===== config.mk =====
export PLATFORM = sky130hd
export DESIGN_NAME = psch_store
export DESIGN_NICKNAME = d
export VERILOG_FILES = /design/src/psch_pkg.sv /design/src/psch_store.sv
export SDC_FILE = /design/constraint.sdc
export NUM_CORES = 1
export LEC_CHECK = 0
export BUFFER_PORTS_ARGS = -buffer_cell sky130_fd_sc_hd__buf_4
export CAP_MARGIN = 20
export CORE_ASPECT_RATIO = 0.7
export CORE_MARGIN = 4
export CORE_UTILIZATION = 59
export CTS_CLUSTER_DIAMETER = 40
export DETAILED_ROUTE_END_ITERATION = 6
export PLACE_DENSITY = 0.84
export SLEW_MARGIN = 20
export SYNTH_ARGS = -nofsm -noshare
export SYNTH_HDL_FRONTEND = slang
export SYNTH_SLANG_ARGS = --single-unit

===== constraint.sdc =====
create_clock -name clock -period 13.8 [get_ports clock]
set_clock_uncertainty 0.2 [all_clocks]
set_input_delay 2.76 -clock clock [delete_from_list [all_inputs] [get_ports clock]]
set_output_delay 2.76 -clock clock [all_outputs]
set_load 0.03 [all_outputs]

===== src/psch_pkg.sv =====
// Shared widths, defaults and types for the priority scheduler.
package psch_pkg;

   localparam int JOBS_DEFAULT = 16;
   localparam int ARRIVAL_W    = 16;
   localparam int BURST_W      = 16;
   localparam int URGENCY_W    = 8;
   localparam int JOBNUM_W     = 5;
   localparam int WAIT_W       = 20;
   localparam int TURN_W       = 21;
   localparam int DELAY_W      = 20;

   typedef struct packed {
      logic [ARRIVAL_W-1:0] arrival;
      logic [BURST_W-1:0]   burst;
      logic [URGENCY_W-1:0] urgency;
   } psch_entry_type;

   typedef struct packed {
      logic clear;
      logic update;
      logic done;
   } psch_pick_ctl_type;

endpackage


===== src/psch_store.sv =====
// Job table memory with one write port and one registered read port.
module psch_store import psch_pkg::*; #(
   parameter int MAX_JOBS = JOBS_DEFAULT,
   parameter int IDX_W    = 4
) (
   input  logic                 clock,
   input  logic                 reset,
   input  logic                 wr_en,
   input  logic [IDX_W-1:0]     wr_idx,
   input  psch_entry_type       wr_entry,
   input  logic                 rd_en,
   input  logic [IDX_W-1:0]     rd_idx,
   output psch_entry_type       rd_entry,
   output logic                 rd_valid,
   output logic [IDX_W-1:0]     rd_idx_out
);

   psch_entry_type mem [MAX_JOBS];
   psch_entry_type rd_entry_ff;
   logic           rd_valid_ff;
   logic [IDX_W-1:0] rd_idx_ff;

   always_ff @(posedge clock) begin
      if (wr_en) begin
         mem[wr_idx] <= wr_entry;
      end
      if (rd_en) begin
         rd_entry_ff <= mem[rd_idx];
      end
      rd_idx_ff <= rd_idx;
   end

   always_ff @(posedge clock) begin
      if (reset) begin
         rd_valid_ff <= 1'b0;
      end else begin
         rd_valid_ff <= rd_en;
      end
   end

   assign rd_entry   = rd_entry_ff;
   assign rd_valid   = rd_valid_ff;
   assign rd_idx_out = rd_idx_ff;

endmodule


==> results.md <==
- Clk buf depth: 3
- Worst path slowest cell: buf_4
- CP peak stage delay: just under 0.8 ns
- Sw frac: roughly a fifth
- CORE AREA: 42,640 um2
- Overflow after GRT: 0
- Clock group share of total power: 38.0%
- Upper clock frequency limit: approximately 200 MHz
- Die Y: 182.4 um
- Hold Crit Class: reg -> reg
- CP Cell Sequence: buf_8, buf_4, mux4_1, a22oi_1, nand2_1
- Combinational group share of total power: roughly 5.3%
- Worst-Skew Late Latency: 0.60 ns
- Startpoint Class: primary input
- Pin count of the biggest net entering global routing: ~90
- Wire length per cell: a little over 30 um
- Critical Path RT: 13.93 ns
- Max_cap viols: 0
- Die area: around 47,000 um2
- Initial antenna violation count: 1
- Final period util: a little over a third
- Final setup viols: 0
- Place WS: between 8 and 9 ns
- Top cells by area, synth: edfxtp_1 (80%), mux4_2 (8.8%), mux4_1 (6.1%)
- Distinct cell type count after synthesis: 19
- Post-route ant nets: 0
- WP data arrival: approximately 5.1 ns
- Num ports: between 90 and 100
- Htree depth: 2
- Unrepaired setup endpoints after global routing: false
- Commonest non-fill, non-tap cell in the layout: edfxtp_1
- Resized cells post-CTS: 0
- CTS root buffer: clkbuf_16
- NetSw: approximately 900 uW
- Crit path kind: in -> reg
- Clock sinks: 685
- Via density: about 6.5
- Sequential area share after synthesis: around 80%
- First-pass iteration count of the detailed router: 5
- Row cnt: 63
- Gate Count Post-Synth: 1,046
- Yosys reg bits: 685
- Initial Util: 60.12%
- Worst Path Max Fanout: 66
- Global-route wire length before repair: ~81,000 um
- Synthesis Warnings: 0
- Mapped Area: around 26,000 um2
- DRC errors left: 0
- Post-CTS Setup Bufs: 0
- Crit. End Element: register
- Status: completed
- Area share of the largest cell type after synthesis: 79.64%
- Least-Margin Pin Slew: 1.048 ns
- Gr usage total: 23.76%
- Power density over the cells: around 140 nW/um2
- Layout net count: roughly 1,200
- Fraction of layout instances using a drive strength above 1: about a quarter
- Initial DRC count: 1,463
- Layout area overhead: 12.52%
- Final Hold Vio Count: 0
- Hold Slack: about 0.54 ns
- Relative slew slack: a little under a third
- Worst setup margin: 8.790 ns
- Post-detail-place hpwl: between 20,000 and 30,000 um
- Final std cells w/o fill: about 1,800
- Placed cell count: ~1,700
- Syn Nets: 1,098
- Fin crit period: ~5 ns
- VDD IR-drop max: around 0.00012 V
- CTS Buf Count: 60
- Pint: ~3.3 mW
- GPL Wtd Cong: slightly above 0.7
- Setup TNS: 0 ns
- Clock slew at reported path FFs: roughly 0.06 ns
- Die Wd: approximately 260 um
- Vias in the first global route: around 12,000
- Syn Area/Cell: 24.51 um2
- Drt total wl: between 50,000 and 60,000 um
- CTS tree: yes
- Leakage power: around 9.3 nW
- Reg power frac: a little under three fifths
- PortBufs: 96
- Cts hold-fix bufs: 0
- Vias: 11,850
- Power consumption: approximately 4.2 mW
- Pins Over Slew Limit: 0
- Most frequent cells in the layout: edfxtp_1 (680), buf_4 (117), mux4_2 (100)
- Cell taking the most area after synthesis: edfxtp_1
worst paths after layout:
path,cells after the start,slack (ns),to,startpoint
setup / recovery,5,8.79,rd_entry[0],rd_idx[0]
hold reg to reg,3,0.54,rd_entry[21],mem[6][21]
hold / removal,3,0.54,rd_entry[21],mem[6][21]
setup reg to reg,3,12.01,rd_entry[29],mem[10][29]
through the flow:
stage / utilization, % / area [um2]
after CTS: 67.63 / 28840
after floorplan: - / 25640
after detailed placement: 63.33 / 27010
final: 67.65 / 28850
after global routing: 67.63 / 28840
after global placement: 63.33 / 27010
worst max-delay path: cells and delay by family:
kind | cells | cell delay (ns)
and+or+nand+nor | 1 | 0.08
muxes | 1 | 0.66
AOI/OAI and AO/OA | 1 | 0.21
buffers and inverters | 2 | 1.28
flip-flops by register name, indices dropped and copies added, names as in the netlist:
name	count
rd_valid	1
mem	640
rd_idx_out	4
rd_entry	40
cell families after synthesis:
| logic type | share of synthesized area, % |
|---|---|
| buffers and inverters | 1.562 |
| DFF | 80.04 |
| muxes | 14.93 |
| AOI/OAI and AO/OA | 2.343 |
| and+or+nand+nor | 1.127 |
cells in the mapped netlist:
master    number
buf_2         12
and2_1         1
nand3b_1       2
dfxtp_1        5
nand2_1       41
a22oi_1       80
buf_12        11
nor3_1         4
mux4_2       100
mux4_1        60
clkbuf_1      27
nor2_1        13
nor2b_1        3
buf_1          2
buf_6          1
or3b_2         1
nand3_1        1
nand2b_1       2
edfxtp_1     680
power groups by stage:
| stage | combinational, mW | clock (mW) | sequential (mW) |
|---|---|---|---|
| after global routing | 0.236 | 1.69 | 2.36 |
| after detailed placement | 0.221 | 0 | 2.40 |
| after floorplan | 0.112 | 0 | 2.42 |
| after global placement | 0.214 | 0 | 2.40 |
| final | 0.222 | 1.58 | 2.36 |
| after CTS | 0.224 | 1.60 | 2.36 |
area by class of cell:
cell class	instances	area [um2]
flip-flops and latches	685	20520
fillers	2519	13800
multi-input cells	308	4852
clock buffers	71	1564
repair buffers	119	904.6
well taps	585	732.0
clock inverters	41	270.3
diodes	2	5.005
per-layer routing:
metal  wire (um)  part of all wire [%]  vias to the layer above  global-route usage (%)
met1       20480                    37                     6213                   33.19
met3        5242                   9.5                      102                   4.189
met5          20                 0.036                        -                       0
met4        1311                   2.4                        2                   6.193
met2       28380                    51                      718                   40.02
li1            -                     -                     4815                       -
Power figures use the tool's default switching activity.
