## src/psch_pkg.sv

```systemverilog
// Shared widths, defaults and types for the priority scheduler.
package psch_pkg;

   localparam int JOBS_DEFAULT = 16;
   localparam int ARRIVAL_W    = 16;
   localparam int BURST_W      = 16;
   localparam int URGENCY_W    = 8;
   localparam int JOBNUM_W     = 5;
   localparam int WAIT_W       = 20;
   localparam int TURN_W       = 21;
   localparam int DELAY_W      = 20;

   typedef struct packed {
      logic [ARRIVAL_W-1:0] arrival;
      logic [BURST_W-1:0]   burst;
      logic [URGENCY_W-1:0] urgency;
   } psch_entry_type;

   typedef struct packed {
      logic clear;
      logic update;
      logic done;
   } psch_pick_ctl_type;

endpackage

```

## src/psch_pick.sv

```systemverilog
// Shared compare unit: folds one job per cycle into best-ready and earliest-pending.
module psch_pick import psch_pkg::*; #(
   parameter int IDX_W = 4,
   parameter int CLK_W = 21
) (
   input  logic                 clock,
   input  logic                 reset,
   input  psch_pick_ctl_type    ctl,
   input  logic [CLK_W-1:0]     sim_clock,
   input  psch_entry_type       entry,
   input  logic [IDX_W-1:0]     entry_idx,
   output logic                 best_found,
   output logic [IDX_W-1:0]     best_idx,
   output psch_entry_type       best_entry,
   output logic [ARRIVAL_W-1:0] min_arrival
);

   logic                 found_ff;
   logic                 found_in;
   logic [IDX_W-1:0]     idx_ff;
   logic [IDX_W-1:0]     idx_in;
   psch_entry_type       best_ff;
   psch_entry_type       best_in;
   logic                 any_ff;
   logic                 any_in;
   logic [ARRIVAL_W-1:0] min_ff;
   logic [ARRIVAL_W-1:0] min_in;
   logic                 is_ready;
   logic                 better;

   always_comb begin
      is_ready = !ctl.done && (CLK_W'(entry.arrival) <= sim_clock);
      better   = !found_ff || (entry.urgency < best_ff.urgency) ||
                 ((entry.urgency == best_ff.urgency) && (entry.arrival < best_ff.arrival));
      found_in = found_ff;
      idx_in   = idx_ff;
      best_in  = best_ff;
      any_in   = any_ff;
      min_in   = min_ff;
      if (ctl.clear) begin
         found_in = 1'b0;
         any_in   = 1'b0;
      end else if (ctl.update) begin
         if (is_ready && better) begin
            found_in = 1'b1;
            idx_in   = entry_idx;
            best_in  = entry;
         end
         if (!ctl.done && (!any_ff || (entry.arrival < min_ff))) begin
            any_in = 1'b1;
            min_in = entry.arrival;
         end
      end
   end

   always_ff @(posedge clock) begin
      if (reset) begin
         found_ff <= 1'b0;
         any_ff   <= 1'b0;
      end else begin
         found_ff <= found_in;
         any_ff   <= any_in;
      end
      idx_ff  <= idx_in;
      best_ff <= best_in;
      min_ff  <= min_in;
   end

   assign best_found  = found_ff;
   assign best_idx    = idx_ff;
   assign best_entry  = best_ff;
   assign min_arrival = min_ff;

endmodule

```

## config.mk

```make
export PLATFORM = sky130hd
export DESIGN_NAME = psch_pick
export DESIGN_NICKNAME = d
export VERILOG_FILES = /design/src/psch_pkg.sv /design/src/psch_pick.sv
export SDC_FILE = /design/constraint.sdc
export NUM_CORES = 1
export LEC_CHECK = 0
export BUFFER_PORTS_ARGS = -buffer_cell sky130_fd_sc_hd__buf_4
export CAP_MARGIN = 20
export CORE_MARGIN = 3
export CORE_UTILIZATION = 49
export CTS_CLUSTER_SIZE = 24
export DETAILED_ROUTE_END_ITERATION = 12
export PLACE_DENSITY = 0.87
export SYNTH_ARGS = -nofsm -noshare
export SYNTH_HDL_FRONTEND = slang
export SYNTH_SLANG_ARGS = --single-unit
```

## constraint.sdc

```tcl
create_clock -name clock -period 3.85 [get_ports clock]
set_clock_uncertainty 0.2 [all_clocks]
set_input_delay 0.77 -clock clock [delete_from_list [all_inputs] [get_ports clock]]
set_output_delay 0.77 -clock clock [all_outputs]
set_load 0.05 [all_outputs]
```

==> results of run 1 <==
## layout make-up
cell class	count	area [sq um]	share of cell area (%)
Inverter	54	203	4.46
Clock buffer	9	124	2.72
Timing Repair Buffer	132	1000	22.1
Sequential cell	62	1840	40.5
Multi-Input combinational cell	146	1210	26.6
Tap cell	77	96.3	2.12
Clock inverter	7	72.6	1.60
## how the worst max path moves through the flow
stage	to	cells after the start
floorplan	best_entry[0]	7
global placement	best_entry[4]	9
detailed placement	best_entry[38]	9
CTS	best_idx[1]	9
global route	best_entry[36]	9
finish	best_entry[1]	9
## stage by stage
step	hold slack (ns)	cell area, sq um
2_1_floorplan	0.248	3250
3_3_place_gp	0.265	4350
3_5_place_dp	0.284	4350
4_1_cts	0.300	4550
5_1_grt	0.319	4550
6_report	0.305	4550
## per-layer routing
metal,up-vias,GRT usage [%],routed length [microns]
li1,1237,-,-
met1,1218,26.2,3140
met2,107,36.4,4180
met3,13,5.01,690
met4,0,8.23,136
met5,-,0,0
## cells in the mapped netlist (all sizes together), types with 3 or more instances
master	instances	area share, %
nand4	8	1.5
a21o	6	1.4
edfxtp	60	55
nand3	7	1.1
nor2	7	0.81
nand2	9	1.0
nor2b	5	0.96
a21oi	19	2.9
inv	54	6.2
ha	54	21
o21ai	6	0.92
nor3	3	0.46
## worst max-delay path, stage by stage
cell,delay [ns]
buf_4,0.11
ha_1,0.31
nand4_1,0.14
nor3_1,0.22
o21ai_0,0.18
a41o_1,0.24
o311ai_0,0.12
o211a_2,0.49
buf_12,0.26
## registers in the layout (all words and copies together), names as in the netlist
signal	flops
best_found	1
best_entry	40
any_ff	1
best_idx	4
min_arrival	16
## kinds of logic (layout without fill, tap and decap cells)
| group | count (synthesis) | after routing | synth area share (%) |
|---|---|---|---|
| AO/OA/AOI/OAI | 45 | 45 | 8.81 |
| adder cells (fa/ha/maj) | 54 | 54 | 20.8 |
| buffers and inverters | 54 | 202 | 6.23 |
| flip-flops | 62 | 62 | 56.6 |
| AND/OR/NAND/NOR | 47 | 47 | 7.58 |
## power by group through the flow
stage                     Sequential (mW)  Combinational, mW  Clock, mW
after floorplan                     0.849             0.0868          0
after global placement              0.786              0.264          0
after detailed placement            0.787              0.276          0
after CTS                           0.772              0.279      0.576
after global routing                0.774              0.302      0.601
final                               0.772              0.277      0.566
==> summary.md, run 1 <==
| Metric | Value |
|---|---|
| Reg-to-Reg Start | best_entry[39] |
| DR iter-0 viols | 135 |
| # DRC | 0 |
| Most frequent cells in the layout | 131 x buf_4, 60 x edfxtp_1, 54 x inv_1, 54 x ha_1, 19 x a21oi_1 |
| Max-slew violations | 0 |
| Clock latency on the worst-skew pair | 0.33 ns |
| Antenna viol nets, final | 0 |
| Post-route setup slack | 0.800 ns |
| # resized after CTS | 0 |
| Tmin final | 3.05 ns |
| Largest net degree at the start of global routing | 33 |
| Post-synth EDFFs | 60 |
| Req. time, crit path | 3.68 ns |
| CTS buffer count | 9 |
| DR vias/cell | 5.29 |
| Setup WS pre-CTS | 0.504 ns |
| Final setup vio count | 0 |
| Endpoint class of the critical path | flip-flop |
| Clock sinks | 62 |
| Initial antenna violation count | 0 |
| CP max FO | 32 |
| Status | finished clean |
| Worst hold path type | flip-flop to flip-flop |
| Share of post-route cells with drive strength above 1 | 36.6% |
| Pwr/cell area | 355 nW/um^2 |
| GP Congestion | 0.864 |
| Hold wc startpoint | any_ff |
| Synthesized area per cell | 12.4 sq um |
| R2R depth | 9 |
| TNS Setup | 0 ns |
| Syn_nets | 386 |
| Filler cells | 466 |
| Crit share post-route | 79.2% |
| Syn Std Cell Area | 3250 sq um |
| Die H | 87.5 microns |
| Die width | 87.5 microns |
| Cell-internal power | 1.18 mW |
| Vias in the first global route | 2685 |
| CTS tree | yes |
| Worst Hold End | any_ff |
| CTS Buffer Depth | 2 |
| I/O pins | 131 |
| Core Region | 6390 sq um |
| Max Clk Rate | 0.328 GHz |
| Sw Ratio | 27.0% |
| First-pass GRT wire length | 12300 microns |
| Crit Path Category | primary input to flip-flop |
| WL/cell | 16.7 microns |
| Gr ovfl total | 0 |
| Worst-Margin Slew | 0.481 ns |
| CP arrival | 2.88 ns |
| Via count | 2575 |
| Syn. warnings | 0 |
| Leading cell type in the layout, fill and taps excluded | buf_4 |
| Psw | 0.435 mW |
| Slew HR | 68.0% |
| Max cap viols | 0 |
| Comb power frac | 17.2% |
| IO buf count | 130 |
| Sequential power share | 47.8% |
| Starting density of the core | 50.9% |
| Final wirelength | 8150 microns |
| Row cnt | 29 |
| Asr flop ratio synth | 0% |
| Layout area overhead | 39.8% |
| Sequential area share after synthesis | 56.6% |
| Pwr Total | 1.62 mW |
| Peak supply drop | 0.309 mV |
| Clock network power share | 35.0% |
| CP startpoint | entry[6] |
| Final Non-Filler Cells | 487 |
| Total Routing Usage GR | 21.4% |
| Layout Nets | 529 |
| Hold depth | 1 |
| Root Driver | clkbuf_8 |
| Hold-fix buffers, CTS | 0 |
| Reg2Reg Capture Point | best_entry[1] |
| RSZ-0062 raised after global routing | no |
| #FFs+latches synth | 62 |
| Reg clk slew, reported paths | 0.07 ns |
| Hpwl dp | 6450 microns |
| Gate Count Post-Synth | 262 |
| Distinct cell type count of the synthesized netlist | 32 |
| Ys flop type | edfxtp_1 |
| Post-layout util | 71.2% |
| Htree depth | 3 |
| Postcts setup bufs | 0 |
| Placed cells | 471 |
| Leakage | 2.19 nW |
| Ant. Diodes | 0 |
| Reg-to-reg slack, setup | 0.96 ns |
| Fin. Hold Viols | 0 |
| Startpoint Class | primary input |
| Drt first pass iters | 4 |
| Die area | 7650 sq um |
No activity file was read; power rests on OpenSTA's default activity.
==> run 2: changes to the inputs <==
--- a/config.mk
+++ b/config.mk
@@ -5,13 +5,14 @@
 export SDC_FILE = /design/constraint.sdc
 export NUM_CORES = 1
 export LEC_CHECK = 0
+export ABC_AREA = 1
 export BUFFER_PORTS_ARGS = -buffer_cell sky130_fd_sc_hd__buf_4
 export CAP_MARGIN = 20
 export CORE_MARGIN = 3
 export CORE_UTILIZATION = 49
 export CTS_CLUSTER_SIZE = 24
 export DETAILED_ROUTE_END_ITERATION = 12
-export PLACE_DENSITY = 0.87
+export PLACE_DENSITY = 0.86
 export SYNTH_ARGS = -nofsm -noshare
 export SYNTH_HDL_FRONTEND = slang
 export SYNTH_SLANG_ARGS = --single-unit
==> constraint.sdc (replaced) <==
create_clock -name clock -period 2.9 [get_ports clock]
set_clock_uncertainty 0.2 [all_clocks]
set_input_delay 0.58 -clock clock [delete_from_list [all_inputs] [get_ports clock]]
set_output_delay 0.58 -clock clock [all_outputs]
set_load 0.05 [all_outputs]
==> summary.md, run 2 <==
| Metric | Value |
|---|---|
| GP Congestion | 0.784 |
| Leading cell type in the layout, fill and taps excluded | buf_4 |
| Ant. Diodes | 0 |
| Via count | 2630 |
| Layout Nets | 587 |
| Startpoint Class | flip-flop |
| Pwr Total | 2.24 mW |
| Gate Count Post-Synth | 318 |
| Largest net degree at the start of global routing | 33 |
| Comb power frac | 17.1% |
| Row cnt | 29 |
| Area after DPL | 4500 sq um |
| Layout area overhead | 39.7% |
| Clock latency on the worst-skew pair | 0.34 ns |
| Max-slew violations | 0 |
| Fin. Hold Viols | 0 |
| Sequential power share | 45.8% |
| Synthesized area per cell | 10.6 sq um |
| WP buf/inv | 2 |
| Clock sinks | 62 |
| Share of the synthesized area in the top cell type | 53.4% |
| Vias in the first global route | 2650 |
| Total Routing Usage GR | 20.5% |
| Die area | 7920 sq um |
| Most frequent cell after synthesis | inv_1 |
| CP arrival | 2.18 ns |
| Syn Std Cell Area | 3370 sq um |
| Share of post-route cells with drive strength above 1 | 34.8% |
| Max Clk Rate | 0.427 GHz |
| Sw Ratio | 26.1% |
| Starting density of the core | 51.9% |
| FF/Latch Area | 1840 sq um |
| Final Non-Filler Cells | 545 |
| Gr ovfl total | 0 |
| Slew HR | 81.2% |
| Clock network power share | 37.1% |
| Req. time, crit path | 2.73 ns |
| Most frequent cells in the layout | 133 x buf_4, 67 x inv_1, 60 x edfxtp_1 |
| IO buf count | 130 |
| CTS Buffer Depth | 2 |
| Antenna viol nets, final | 0 |
| CP max FO | 12 |
| Reg clk slew, reported paths | 0.08 ns |
| Post-layout util | 72.6% |
| Final wirelength | 8050 microns |
| Setup WS pre-CTS | 0.230 ns |
| Slowest CP cell | edfxtp_1 |
| TNS Setup | 0 ns |
| Syn. warnings | 0 |
| WL/cell | 14.8 microns |
| Finished Cell Area | 4710 sq um |
| Placed cells | 529 |
| Post-route setup slack | 0.558 ns |
| Sequential area share after synthesis | 54.6% |
| Worst-Margin Slew | 0.281 ns |
| Hpwl dp | 6490 microns |
| Die width | 89.0 microns |
| First-pass GRT wire length | 12200 microns |
| Postcts setup bufs | 0 |
| Core Region | 6490 sq um |
| Die H | 89.0 microns |
| Psw | 0.584 mW |
| Htree depth | 3 |
| Filler cells | 498 |
| Yosys top cell by area | edfxtp_1 |
| CTS buffer count | 9 |
| Distinct cell type count of the synthesized netlist | 24 |
| Worst hold path type | primary input to flip-flop |
| Max reg flops | 40 |
| Cell-internal power | 1.65 mW |
| I/O pins | 131 |
| Endpoint class of the critical path | flip-flop |
| Slowest stage delay, CP | 0.40 ns |
| CP delay by family, top | simple AND/OR/NAND/NOR gates |
| Ranking of synthesized cells by area | edfxtp_1 53%, ha_1 20%, inv_1 7.5%, nand2_1 6.5%, a21oi_1 3.3% |
| Hold-fix buffers, CTS | 0 |
| DR iter-0 viols | 78 |
| Pwr/cell area | 475 nW/um^2 |
| Crit share post-route | 80.8% |
| Status | finished clean |
| RSZ-0062 raised after global routing | no |
| Peak supply drop | 0.314 mV |
| DR vias/cell | 4.83 |
| Tmin final | 2.34 ns |
| Max cap viols | 0 |
| # DRC | 0 |
| #FFs+latches synth | 62 |
| Post-synth EDFFs | 60 |
| Crit Path Category | flip-flop to flip-flop |
| Final setup vio count | 0 |
| # resized after CTS | 0 |
| Most frequent cells after synthesis | 67 x inv_1, 60 x edfxtp_1, 58 x nand2_1 |
| Ys flop type | edfxtp_1 |
| Asr flop ratio synth | 0% |
| CTS tree | yes |
| Multi-input logic area | 1270 sq um |
| Root Driver | clkbuf_8 |
| Initial antenna violation count | 0 |
| Drt first pass iters | 4 |
| Cell mode on critical path | nand2_1 |
| Crit path cell chain | inv_1 -> ha_1 -> nand2_1 -> nand3_1 -> nor3_1 -> nand3_1 -> nor2_1 -> nand2_1 -> nand2_1 -> nand2_1 -> nor2_4 -> buf_4 |
| WHS | 0.209 ns |
| Leakage | 2.35 nW |
| Syn_nets | 442 |
==> run 2: cell types whose count changed in the layout (fill, tap and decap cells not counted), sizes merged, moves of 2 or more <==
cell and delta:
a211oi -2, nor2 +14, buf +2, nand2b -2, nand4 -5, a21oi +4
nor2b -5, nand2 +51, o21ai -2, a21o -5, inv +17, o211ai -2
==> run 2: final timing paths <==
check                 startpoint              to  slack [ns]  cells past startpoint
setup reg to reg  best_entry[39]  best_entry[35]        0.56                     12
hold reg to reg           any_ff          any_ff        0.30                      2
hold / removal      entry_idx[1]     best_idx[1]        0.21                      1
setup / recovery  best_entry[39]  best_entry[35]        0.56                     12
==> run 2: logic make-up after synthesis <==
kind of cell,Yosys count,synth area share [%]
adder cells (fa/ha/maj),54,20.0
flip-flops,62,54.6
buffers and inverters,73,8.12
AO/OA/AOI/OAI,32,5.19
AND/OR/NAND/NOR,97,12.1
==> run 2: per-layer routing <==
| layer | vias up | global-route usage [%] | share of wire, % |
|---|---|---|---|
| li1 | 1342 | - | - |
| met1 | 1193 | 26.7 | 41 |
| met2 | 84 | 34.1 | 52 |
| met3 | 11 | 2.86 | 5.2 |
| met4 | 0 | 8.93 | 1.7 |
| met5 | - | 0 | 0 |
==> run 2: power by group through the flow <==
stage | clock [mW] | combinational, mW | sequential (mW)
floorplan | 0 | 0.132 | 1.13
global placement | 0 | 0.371 | 1.04
detailed placement | 0 | 0.384 | 1.04
CTS | 0.839 | 0.387 | 1.03
global route | 0.880 | 0.423 | 1.03
finish | 0.830 | 0.383 | 1.03
==> run 2: final cells by class <==
class                      instances  share of cell area, %
inverter                          73                   5.81
clock inverter                     6                   1.83
multi-input combinational        183                   26.9
tap                               77                   2.04
clock buffer                      10                   2.71
timing repair buffer             134                   21.6
sequential                        62                   39.1
